$ cat src/i2cm_pkg.sv
// Shared types for the I2C master bit engine: request codes, sequencer
// phases, and the command and result records passed between front and back.
// No dependencies.
package i2cm_pkg;

  localparam int unsigned QDepth = 2;

  typedef enum logic [2:0] {
    REQ_TICK  = 3'd0,
    REQ_START = 3'd1,
    REQ_STOP  = 3'd2,
    REQ_WRITE = 3'd3,
    REQ_READ  = 3'd4
  } req_e;

  typedef enum logic [3:0] {
    PH_IDLE   = 4'd0,
    PH_ST_W1  = 4'd1,
    PH_ST_W2  = 4'd2,
    PH_SP_W1  = 4'd3,
    PH_SP_STR = 4'd4,
    PH_SP_W2  = 4'd5,
    PH_WR_LO  = 4'd6,
    PH_WR_HI  = 4'd7,
    PH_WR_ALO = 4'd8,
    PH_WR_AHI = 4'd9,
    PH_WR_END = 4'd10,
    PH_RD_LO  = 4'd11,
    PH_RD_HI  = 4'd12,
    PH_AK_LO  = 4'd13,
    PH_AK_HI  = 4'd14,
    PH_AK_END = 4'd15
  } phase_e;

  typedef struct packed {
    req_e       req;
    logic [7:0] data;
    logic       ack;
    logic       sda;
    logic       scl;
  } cmd_t;

  typedef struct packed {
    logic       scl_low;
    logic       sda_low;
    logic       ready;
    logic       done;
    logic       ack_seen;
    logic [7:0] read_byte;
    logic       bus_busy;
  } res_t;

endpackage

$ cat src/i2c_master_bit_engine_core.sv
// Top level of the I2C master bit engine: APB delay register, front end and
// sequencer back end. Uses i2cm_pkg, i2cm_front and i2cm_back.
//
//   channel   handshake            payload
//   ticks     push_i / full_o      req_type_i data_byte_i send_ack_i sda_in_i scl_in_i
//   results   pop_i / empty_o      scl/sda drives, ready, done, ack_seen, read_byte,
//                                  bus_busy
//   config    psel/penable/pwrite  paddr, pwdata, prdata (delay_ticks at 0x0)
//
// One tick request per cycle sustained while the result queue has room; a taken
// request is registered in the command queue, and the sequencer step on it
// registers its result in the result queue.
// full_o rises only when the result queue is full and the command queue backs up.
// Reset clears the queues, the sequencer and sets delay_ticks to 2; no sweep.
module i2c_master_bit_engine_core (
  input  logic        clk_i,
  input  logic        rst_ni,
  input  logic        push_i,
  output logic        full_o,
  input  logic [2:0]  req_type_i,
  input  logic [7:0]  data_byte_i,
  input  logic        send_ack_i,
  input  logic        sda_in_i,
  input  logic        scl_in_i,
  output logic        empty_o,
  input  logic        pop_i,
  output logic        scl_drive_low_o,
  output logic        sda_drive_low_o,
  output logic        ready_res_o,
  output logic        done_res_o,
  output logic        ack_seen_o,
  output logic [7:0]  read_byte_o,
  output logic        bus_busy_o,
  input  logic        psel,
  input  logic        penable,
  input  logic        pwrite,
  input  logic [2:0]  paddr,
  input  logic [31:0] pwdata,
  output logic [31:0] prdata,
  output logic        pready
);
  import i2cm_pkg::*;

  localparam logic [15:0] DelayRst = 16'd2;

  logic [15:0] delay_q, delay_d;
  logic        cmd_valid, cmd_pop;
  cmd_t        cmd;
  res_t        res;
  logic        reg_hit;

  assign pready  = 1'b1;
  assign reg_hit = (paddr[2] == 1'b0);
  assign prdata  = reg_hit ? {16'd0, delay_q} : 32'd0;

  always_comb begin
    delay_d = delay_q;
    if (psel && penable && pwrite && reg_hit) begin
      delay_d = pwdata[15:0];
    end
  end

  always_ff @(posedge clk_i or negedge rst_ni) begin
    if (!rst_ni) begin
      delay_q <= DelayRst;
    end else begin
      delay_q <= delay_d;
    end
  end

  i2cm_front u_front (
    .clk_i       (clk_i),
    .rst_ni      (rst_ni),
    .push_i      (push_i),
    .req_type_i  (req_type_i),
    .data_byte_i (data_byte_i),
    .send_ack_i  (send_ack_i),
    .sda_in_i    (sda_in_i),
    .scl_in_i    (scl_in_i),
    .full_o      (full_o),
    .cmd_valid_o (cmd_valid),
    .cmd_o       (cmd),
    .cmd_pop_i   (cmd_pop)
  );

  i2cm_back u_back (
    .clk_i         (clk_i),
    .rst_ni        (rst_ni),
    .delay_ticks_i (delay_q),
    .cmd_valid_i   (cmd_valid),
    .cmd_i         (cmd),
    .cmd_pop_o     (cmd_pop),
    .res_empty_o   (empty_o),
    .res_pop_i     (pop_i),
    .res_o         (res)
  );

  assign scl_drive_low_o = res.scl_low;
  assign sda_drive_low_o = res.sda_low;
  assign ready_res_o     = res.ready;
  assign done_res_o      = res.done;
  assign ack_seen_o      = res.ack_seen;
  assign read_byte_o     = res.read_byte;
  assign bus_busy_o      = res.bus_busy;

endmodule

$ cat src/i2cm_front.sv
// Front end: takes tick requests, classifies the request type and holds
// them in a two-entry command queue for the sequencer. Uses i2cm_pkg.
module i2cm_front (
  input  logic           clk_i,
  input  logic           rst_ni,
  input  logic           push_i,
  input  logic [2:0]     req_type_i,
  input  logic [7:0]     data_byte_i,
  input  logic           send_ack_i,
  input  logic           sda_in_i,
  input  logic           scl_in_i,
  output logic           full_o,
  output logic           cmd_valid_o,
  output i2cm_pkg::cmd_t cmd_o,
  input  logic           cmd_pop_i
);
  import i2cm_pkg::*;

  localparam int unsigned CntW = $clog2(QDepth + 1);
  localparam int unsigned PtrW = (QDepth > 1) ? $clog2(QDepth) : 1;

  cmd_t            q_mem [QDepth];
  logic [PtrW-1:0] wr_ptr_q, wr_ptr_d, rd_ptr_q, rd_ptr_d;
  logic [CntW-1:0] cnt_q, cnt_d;
  cmd_t            cmd_in;
  req_e            req_c;
  logic            do_push, do_pop;

  // Fold unused codes into a plain tick.
  always_comb begin
    case (req_type_i)
      REQ_START: req_c = REQ_START;
      REQ_STOP:  req_c = REQ_STOP;
      REQ_WRITE: req_c = REQ_WRITE;
      REQ_READ:  req_c = REQ_READ;
      default:   req_c = REQ_TICK;
    endcase
  end

  assign cmd_in.req  = req_c;
  assign cmd_in.data = data_byte_i;
  assign cmd_in.ack  = send_ack_i;
  assign cmd_in.sda  = sda_in_i;
  assign cmd_in.scl  = scl_in_i;

  assign full_o      = (cnt_q == CntW'(QDepth));
  assign cmd_valid_o = (cnt_q != '0);
  assign cmd_o       = q_mem[rd_ptr_q];
  assign do_push     = push_i && !full_o;
  assign do_pop      = cmd_pop_i && cmd_valid_o;

  always_comb begin
    wr_ptr_d = wr_ptr_q;
    rd_ptr_d = rd_ptr_q;
    cnt_d    = cnt_q;
    if (do_push) begin
      wr_ptr_d = (wr_ptr_q == PtrW'(QDepth - 1)) ? '0 : wr_ptr_q + PtrW'(1);
    end
    if (do_pop) begin
      rd_ptr_d = (rd_ptr_q == PtrW'(QDepth - 1)) ? '0 : rd_ptr_q + PtrW'(1);
    end
    case ({do_push, do_pop})
      2'b10:   cnt_d = cnt_q + CntW'(1);
      2'b01:   cnt_d = cnt_q - CntW'(1);
      default: cnt_d = cnt_q;
    endcase
  end

  always_ff @(posedge clk_i or negedge rst_ni) begin
    if (!rst_ni) begin
      wr_ptr_q <= '0;
      rd_ptr_q <= '0;
      cnt_q    <= '0;
    end else begin
      wr_ptr_q <= wr_ptr_d;
      rd_ptr_q <= rd_ptr_d;
      cnt_q    <= cnt_d;
    end
  end

  always_ff @(posedge clk_i) begin
    if (do_push) begin
      q_mem[wr_ptr_q] <= cmd_in;
    end
  end

endmodule

$ cat src/i2cm_back.sv
// Back end: the bus sequencer, one tick per cycle while the result queue has room, and a two-entry result
// queue. Uses i2cm_pkg; fed by i2cm_front.
module i2cm_back (
  input  logic           clk_i,
  input  logic           rst_ni,
  input  logic [15:0]    delay_ticks_i,
  input  logic           cmd_valid_i,
  input  i2cm_pkg::cmd_t cmd_i,
  output logic           cmd_pop_o,
  output logic           res_empty_o,
  input  logic           res_pop_i,
  output i2cm_pkg::res_t res_o
);
  import i2cm_pkg::*;

  localparam int unsigned CntW = $clog2(QDepth + 1);
  localparam int unsigned PtrW = (QDepth > 1) ? $clog2(QDepth) : 1;

  phase_e      phase_q, phase_d;
  logic [3:0]  bit_cnt_q, bit_cnt_d;
  logic [7:0]  shift_q, shift_d;
  logic [15:0] dly_q, dly_d;
  logic        ack_choice_q, ack_choice_d;
  logic        scl_q, scl_d;
  logic        sda_q, sda_d;
  logic        ack_seen_q, ack_seen_d;
  logic        bus_busy_q, bus_busy_d;
  logic [7:0]  last_read_q, last_read_d;
  logic        go, dec, ready_c, done_c;
  logic        fire, wait_c;
  logic [3:0]  cnt_inc;

  res_t            r_mem [QDepth];
  res_t            res_in;
  logic [PtrW-1:0] wr_ptr_q, wr_ptr_d, rd_ptr_q, rd_ptr_d;
  logic [CntW-1:0] cnt_q, cnt_d;
  logic            res_full, do_pop;

  assign res_full  = (cnt_q == CntW'(QDepth));
  assign fire      = cmd_valid_i && !res_full;
  assign cmd_pop_o = fire;
  assign wait_c    = (phase_q != PH_SP_STR) && (dly_q > 16'd1);
  assign cnt_inc   = bit_cnt_q + 4'd1;

  // Next phase and delay reload.
  always_comb begin
    phase_d = phase_q;
    go      = 1'b0;
    dec     = 1'b0;
    if (fire) begin
      if (phase_q == PH_IDLE) begin
        case (cmd_i.req)
          REQ_START: begin phase_d = PH_ST_W1; go = 1'b1; end
          REQ_STOP:  begin phase_d = PH_SP_W1; go = 1'b1; end
          REQ_WRITE: begin phase_d = PH_WR_LO; go = 1'b1; end
          REQ_READ:  begin phase_d = PH_RD_LO; go = 1'b1; end
          default:   phase_d = PH_IDLE;
        endcase
      end else if (phase_q == PH_SP_STR) begin
        if (cmd_i.scl) begin
          phase_d = PH_SP_W2;
          go      = 1'b1;
        end
      end else if (wait_c) begin
        dec = 1'b1;
      end else begin
        case (phase_q)
          PH_ST_W1: begin
            if (!cmd_i.sda) begin
              phase_d = PH_IDLE;
            end else begin
              phase_d = PH_ST_W2;
              go      = 1'b1;
            end
          end
          PH_SP_W1: begin
            if (cmd_i.scl) begin
              phase_d = PH_SP_W2;
              go      = 1'b1;
            end else begin
              phase_d = PH_SP_STR;
            end
          end
          PH_WR_LO:  begin phase_d = PH_WR_HI; go = 1'b1; end
          PH_WR_HI:  begin phase_d = cnt_inc[3] ? PH_WR_ALO : PH_WR_LO; go = 1'b1; end
          PH_WR_ALO: begin phase_d = PH_WR_AHI; go = 1'b1; end
          PH_WR_AHI: begin phase_d = PH_WR_END; go = 1'b1; end
          PH_RD_LO:  begin phase_d = PH_RD_HI; go = 1'b1; end
          PH_RD_HI:  begin phase_d = cnt_inc[3] ? PH_AK_LO : PH_RD_LO; go = 1'b1; end
          PH_AK_LO:  begin phase_d = PH_AK_HI; go = 1'b1; end
          PH_AK_HI:  begin phase_d = PH_AK_END; go = 1'b1; end
          default:   phase_d = PH_IDLE;
        endcase
      end
    end
  end

  always_comb begin
    if (go) begin
      dly_d = delay_ticks_i;
    end else if (dec) begin
      dly_d = dly_q - 16'd1;
    end else begin
      dly_d = dly_q;
    end
  end

  // Line drives, shifter and status.
  always_comb begin
    bit_cnt_d    = bit_cnt_q;
    shift_d      = shift_q;
    ack_choice_d = ack_choice_q;
    scl_d        = scl_q;
    sda_d        = sda_q;
    ack_seen_d   = ack_seen_q;
    bus_busy_d   = bus_busy_q;
    last_read_d  = last_read_q;
    ready_c      = 1'b0;
    done_c       = 1'b0;
    if (fire) begin
      if (phase_q == PH_IDLE) begin
        ready_c = 1'b1;
        case (cmd_i.req)
          REQ_START: begin
            bus_busy_d = 1'b0;
            scl_d      = 1'b0;
            sda_d      = 1'b0;
          end
          REQ_STOP: begin
            sda_d = 1'b1;
            scl_d = 1'b0;
          end
          REQ_WRITE: begin
            ack_seen_d = 1'b0;
            shift_d    = cmd_i.data;
            bit_cnt_d  = '0;
            sda_d      = ~cmd_i.data[7];
          end
          REQ_READ: begin
            ack_choice_d = cmd_i.ack;
            shift_d      = '0;
            bit_cnt_d    = '0;
            sda_d        = 1'b0;
            scl_d        = 1'b1;
          end
          default: ;
        endcase
      end else if (phase_q == PH_SP_STR) begin
        if (cmd_i.scl) begin
          sda_d = 1'b0;
        end
      end else if (!wait_c) begin
        case (phase_q)
          PH_ST_W1: begin
            if (!cmd_i.sda) begin
              bus_busy_d = 1'b1;
              done_c     = 1'b1;
            end else begin
              sda_d = 1'b1;
            end
          end
          PH_ST_W2: begin
            scl_d  = 1'b1;
            done_c = 1'b1;
          end
          PH_SP_W1: begin
            if (cmd_i.scl) begin
              sda_d = 1'b0;
            end
          end
          PH_SP_W2:  done_c = 1'b1;
          PH_WR_LO:  scl_d = 1'b0;
          PH_WR_HI: begin
            shift_d   = {shift_q[6:0], 1'b0};
            scl_d     = 1'b1;
            bit_cnt_d = cnt_inc;
            sda_d     = cnt_inc[3] ? 1'b0 : ~shift_q[6];
          end
          PH_WR_ALO: scl_d = 1'b0;
          PH_WR_AHI: begin
            if (!cmd_i.sda) begin
              ack_seen_d = 1'b1;
            end
            scl_d = 1'b1;
          end
          PH_WR_END: done_c = 1'b1;
          PH_RD_LO:  scl_d = 1'b0;
          PH_RD_HI: begin
            shift_d   = {shift_q[6:0], cmd_i.sda};
            bit_cnt_d = cnt_inc;
            scl_d     = 1'b1;
            if (cnt_inc[3]) begin
              sda_d = ack_choice_q;
            end
          end
          PH_AK_LO:  scl_d = 1'b0;
          PH_AK_HI:  scl_d = 1'b1;
          PH_AK_END: begin
            sda_d       = 1'b0;
            last_read_d = shift_q;
            done_c      = 1'b1;
          end
          default: ;
        endcase
      end
    end
  end

  always_ff @(posedge clk_i or negedge rst_ni) begin
    if (!rst_ni) begin
      phase_q      <= PH_IDLE;
      bit_cnt_q    <= '0;
      shift_q      <= '0;
      dly_q        <= '0;
      ack_choice_q <= 1'b0;
      scl_q        <= 1'b0;
      sda_q        <= 1'b0;
      ack_seen_q   <= 1'b0;
      bus_busy_q   <= 1'b0;
      last_read_q  <= '0;
    end else begin
      phase_q      <= phase_d;
      bit_cnt_q    <= bit_cnt_d;
      shift_q      <= shift_d;
      dly_q        <= dly_d;
      ack_choice_q <= ack_choice_d;
      scl_q        <= scl_d;
      sda_q        <= sda_d;
      ack_seen_q   <= ack_seen_d;
      bus_busy_q   <= bus_busy_d;
      last_read_q  <= last_read_d;
    end
  end

  // Result queue.
  assign res_in.scl_low   = scl_d;
  assign res_in.sda_low   = sda_d;
  assign res_in.ready     = ready_c;
  assign res_in.done      = done_c;
  assign res_in.ack_seen  = ack_seen_d;
  assign res_in.read_byte = last_read_d;
  assign res_in.bus_busy  = bus_busy_d;

  assign res_empty_o = (cnt_q == '0);
  assign res_o       = r_mem[rd_ptr_q];
  assign do_pop      = res_pop_i && !res_empty_o;

  always_comb begin
    wr_ptr_d = wr_ptr_q;
    rd_ptr_d = rd_ptr_q;
    if (fire) begin
      wr_ptr_d = (wr_ptr_q == PtrW'(QDepth - 1)) ? '0 : wr_ptr_q + PtrW'(1);
    end
    if (do_pop) begin
      rd_ptr_d = (rd_ptr_q == PtrW'(QDepth - 1)) ? '0 : rd_ptr_q + PtrW'(1);
    end
    case ({fire, do_pop})
      2'b10:   cnt_d = cnt_q + CntW'(1);
      2'b01:   cnt_d = cnt_q - CntW'(1);
      default: cnt_d = cnt_q;
    endcase
  end

  always_ff @(posedge clk_i or negedge rst_ni) begin
    if (!rst_ni) begin
      wr_ptr_q <= '0;
      rd_ptr_q <= '0;
      cnt_q    <= '0;
    end else begin
      wr_ptr_q <= wr_ptr_d;
      rd_ptr_q <= rd_ptr_d;
      cnt_q    <= cnt_d;
    end
  end

  always_ff @(posedge clk_i) begin
    if (fire) begin
      r_mem[wr_ptr_q] <= res_in;
    end
  end

endmodule

$ cat config.mk
export PLATFORM = sky130hd
export DESIGN_NAME = i2c_master_bit_engine_core
export DESIGN_NICKNAME = d
export VERILOG_FILES = /design/src/i2cm_pkg.sv /design/src/i2c_master_bit_engine_core.sv /design/src/i2cm_front.sv /design/src/i2cm_back.sv
export SDC_FILE = /design/constraint.sdc
export NUM_CORES = 1
export LEC_CHECK = 0
export ABC_AREA = 1
export BUFFER_PORTS_ARGS = -buffer_cell sky130_fd_sc_hd__buf_2
export CAP_MARGIN = 25
export CORE_AREA = 2 2 129 106
export DETAILED_ROUTE_END_ITERATION = 8
export DIE_AREA = 0 0 131 108
export PLACE_DENSITY = 0.78
export SYNTH_ARGS = -nofsm -noshare
export SYNTH_HDL_FRONTEND = slang
export SYNTH_SLANG_ARGS = --single-unit
export TNS_END_PERCENT = 5
$ cat constraint.sdc
create_clock -name clk_i -period 1.9 [get_ports clk_i]
set_input_delay 0.19 -clock clk_i [delete_from_list [all_inputs] [get_ports clk_i]]
set_output_delay 0.19 -clock clk_i [all_outputs]
set_load 0.05 [all_outputs]
==> out/qor.csv <==
metric,value,unit
status,finished clean,
f_max,527,MHz
area grow syn2layout,32.5,%
Routed WL,15200,microns
Crit Path Max Fanout,8,
Critical Path End Type,flop,
endpoints failing setup,0,
wire length per cell,14.4,microns
post-synth top area share,26.5,%
Worst Tran Pin Value,588,ps
average size of a mapped cell,9.06,sq um
worst path cell trace,buf_4 > inv_2 > nor2_2 > nand2_2 > nand2_1 > nor2_2 > nand3_2 > nand2_4 > nand2_8 > clkbuf_16 > nand3_2 > nand2_1 > inv_1 > nand2_1,
hold path depth,3,
clock slew seen by the registers of the worst setup and hold paths,60,ps
Max Cap Viol,0,
share of cells above drive strength 1,32.0,%
beginning of the worst hold path,pwdata[1],
Placement Rows,37,
# H-tree levels,4,
Die Height,108,microns
Int Pwr,9220,uW
Clock Latency Late Sink,420,ps
P per Cell Area,1900,nW/um^2
first-pass GRT wire length,24200,microns
initial antenna violation count,0,
warnings from Yosys,0,
1st-iter DRT viols,306,
Initial Util,50.5,%
Critical Path Start Type,flop,
Worst R2R End,u_back.dly_q[5],
CORE AREA,12700,sq um
final hold viol count,0,
vias post-DR,5212,
"Core Util, Final",66.9,%
number of top-level pins,105,
Pwr Total,16200,uW
Crit path required time,2200,ps
"most common cell after layout, fill and taps aside",nand2_1,
number of remaining DRC errors,0,
leading area contributor after synthesis,dfrtp_1,
Net Sw Power,6970,uW
Crit Path Category,flop to flop,
clk_skew,10.5,ps
most frequent CP cell,nand2_1,
Worst IR Drop VDD,909,uV
Setup TNS,0,ps
TritonRoute pass-1 iters,5,
antenna-violating nets left,0,
max incr delay on CP,440,ps
CTS max path bufs,2,
Rel. slew slack,60.6,%
switching share of power,43.1,%
Seq pwr share,27.4,%
Reg-to-Reg Start,u_back.phase_q[3],
Antenna Cells,0,
Die Wd,131,microns
Min-Delay Path Class,primary input to flop,
unrepaired setup endpoints after global routing,yes,
GRT Util Overall,22.2,%
Crit-path slowest cell,dfrtp_2,
CTS Buf Count,17,
Post-DP HPWL,10000,microns
GPL Wtd Cong,0.875,
clk sinks,125,
global route overflow,0,
cell chosen for the clock root,clkbuf_16,
nets,925,
main area contributors after synthesis,"dfrtp_1 26%, edfxtp_1 26%, nand2_1 9.9%, inv_1 4.6%, nor2_1 4.6%",
largest net degree at the start of global routing,70,
vias in the first global route,5056,
Mapped Cells,710,
post-synthesis sequential element count,125,
flop-to-flop setup slack,3,ps
Worst Path Arrival,2190,ps
max-slew violation count,0,
Tmin final,1900,ps
final worst path period share,99.8,%
"commonest cells after routing, fill and taps aside","157 x nand2_1, 74 x inv_1, 71 x nor2_1",
CTS tree,done,
combinational share of power,51.5,%
Clock power frac,21.0,%
r2r worst-path depth,14,
Post-Syn Area,6430,sq um
sequential share of the synthesized area,53.0,%
Port Buffers,69,
Hold Path Sink,delay_q[1],
Hold WS,10.2,ps
Pleak,0.00409,uW
Synth cell types,44,
Via density,4.95,
DIE AREA,14100,sq um
[synth_stat cells, drive strengths merged]
cell and count:
nand2 184, nor2 92, inv 90, dfrtp 68
nand3 58, edfxtp 56, o21ai 35, buf 27
a21oi 24, xor2 14, o22ai 11, mux2i 9
clkbuf 7, xnor2 7, nand4 6, ha 5
nor3 5, conb 2, o211ai 2, a221oi 1
a31oi 1, clkinv 1, dfstp 1, o21a 1
o221ai 1, o31ai 1, or2 1
[what timing repair did]
item                                    CTS  global route
pin swaps                                 5            17
hold buffers                             12             0
gates resized for setup                  25            46
buffers inserted                         10             7
gates cloned                              1             1
endpoints found under the setup margin   36            73
hold endpoints to repair                 90             0
[per-stage QoR]
| step | area (sq um) | worst slack [ps] | cells |
|---|---|---|---|
| final | 8520 | 3.26 | 1052 |
| after global routing | 8520 | -87.0 | 1052 |
| after CTS | 8220 | -6.05 | 1045 |
| after detailed placement | 7320 | -55.6 | 990 |
| after global placement | 7280 | -110 | 987 |
| after floorplan | 6490 | 27.1 | 725 |
[power by group through the flow]
stage	Clock [uW]	Combinational, uW	Sequential, uW
final	3410	8340	4440
after global placement	0	7160	4400
after CTS	3430	7610	4400
after global routing	3540	9130	4540
after detailed placement	0	7360	4430
after floorplan	0	5090	4380
[worst max-delay path: cells and delay by family, from the launching register on]
kind                   cells  cell delay [ps]
flip-flops                 1              440
AND/OR/NAND/NOR           10              870
buffers and inverters      4              460
[logic make-up (layout without fill, tap and decap cells)]
| family | after synthesis | count (layout) | synth area share [%] |
|---|---|---|---|
| AO/OA/AOI/OAI | 77 | 77 | 6.83 |
| XOR/XNOR | 21 | 21 | 2.86 |
| adder cells (fa/ha/maj) | 5 | 5 | 0.973 |
| buffers and inverters | 125 | 277 | 9.28 |
| flip-flops | 125 | 125 | 53.0 |
| multiplexers | 9 | 9 | 1.40 |
| other | 2 | 17 | 0.117 |
| AND/OR/NAND/NOR | 346 | 346 | 25.5 |
[final cells by class]
cell class	instances	area [sq um]
Clock buffer	17	425
Multi-Input combinational cell	475	2720
Inverter	91	355
Sequential cell	125	3420
Clock inverter	15	196
Fill cell	956	4210
Timing Repair Buffer	154	1190
Tap cell	175	219
[state kept, by name, summed over array words and instances (netlist names), 2 cells and up]
signal              flops
u_back.shift_q          8
u_back.last_read_q      8
delay_q                16
u_front.cnt_q           2
u_back.r_mem           28
u_front.q_mem          28
u_back.cnt_q            2
u_back.phase_q          4
u_back.bit_cnt_q        4
u_back.dly_q           16
[metal layers]
layer | vias up | wire, microns | GRT usage [%]
li1 | 2577 | - | -
met4 | 0 | 315 | 8.05
met1 | 2456 | 7270 | 32.8
met3 | 33 | 740 | 3.61
met5 | - | 0 | 0
met2 | 146 | 6860 | 33.1
[worst max path at each step]
stage | from | end | slack (ps) | cells after the start
finish | u_back.phase_q[3] | u_back.dly_q[5] | 3 | 14
CTS | u_front.rd_ptr_q | u_back.dly_q[5] | -6 | 10
detailed placement | u_back.dly_q[0] | u_back.r_mem[0][5] | -60 | 10
global route | u_back.dly_q[0] | u_back.dly_q[5] | -90 | 14
floorplan | u_back.dly_q[0] | u_back.r_mem[0][7] | 30 | 10
global placement | u_back.cnt_q[1] | u_back.r_mem[1][4] | -110 | 3
(Power assumes the default switching activity.)
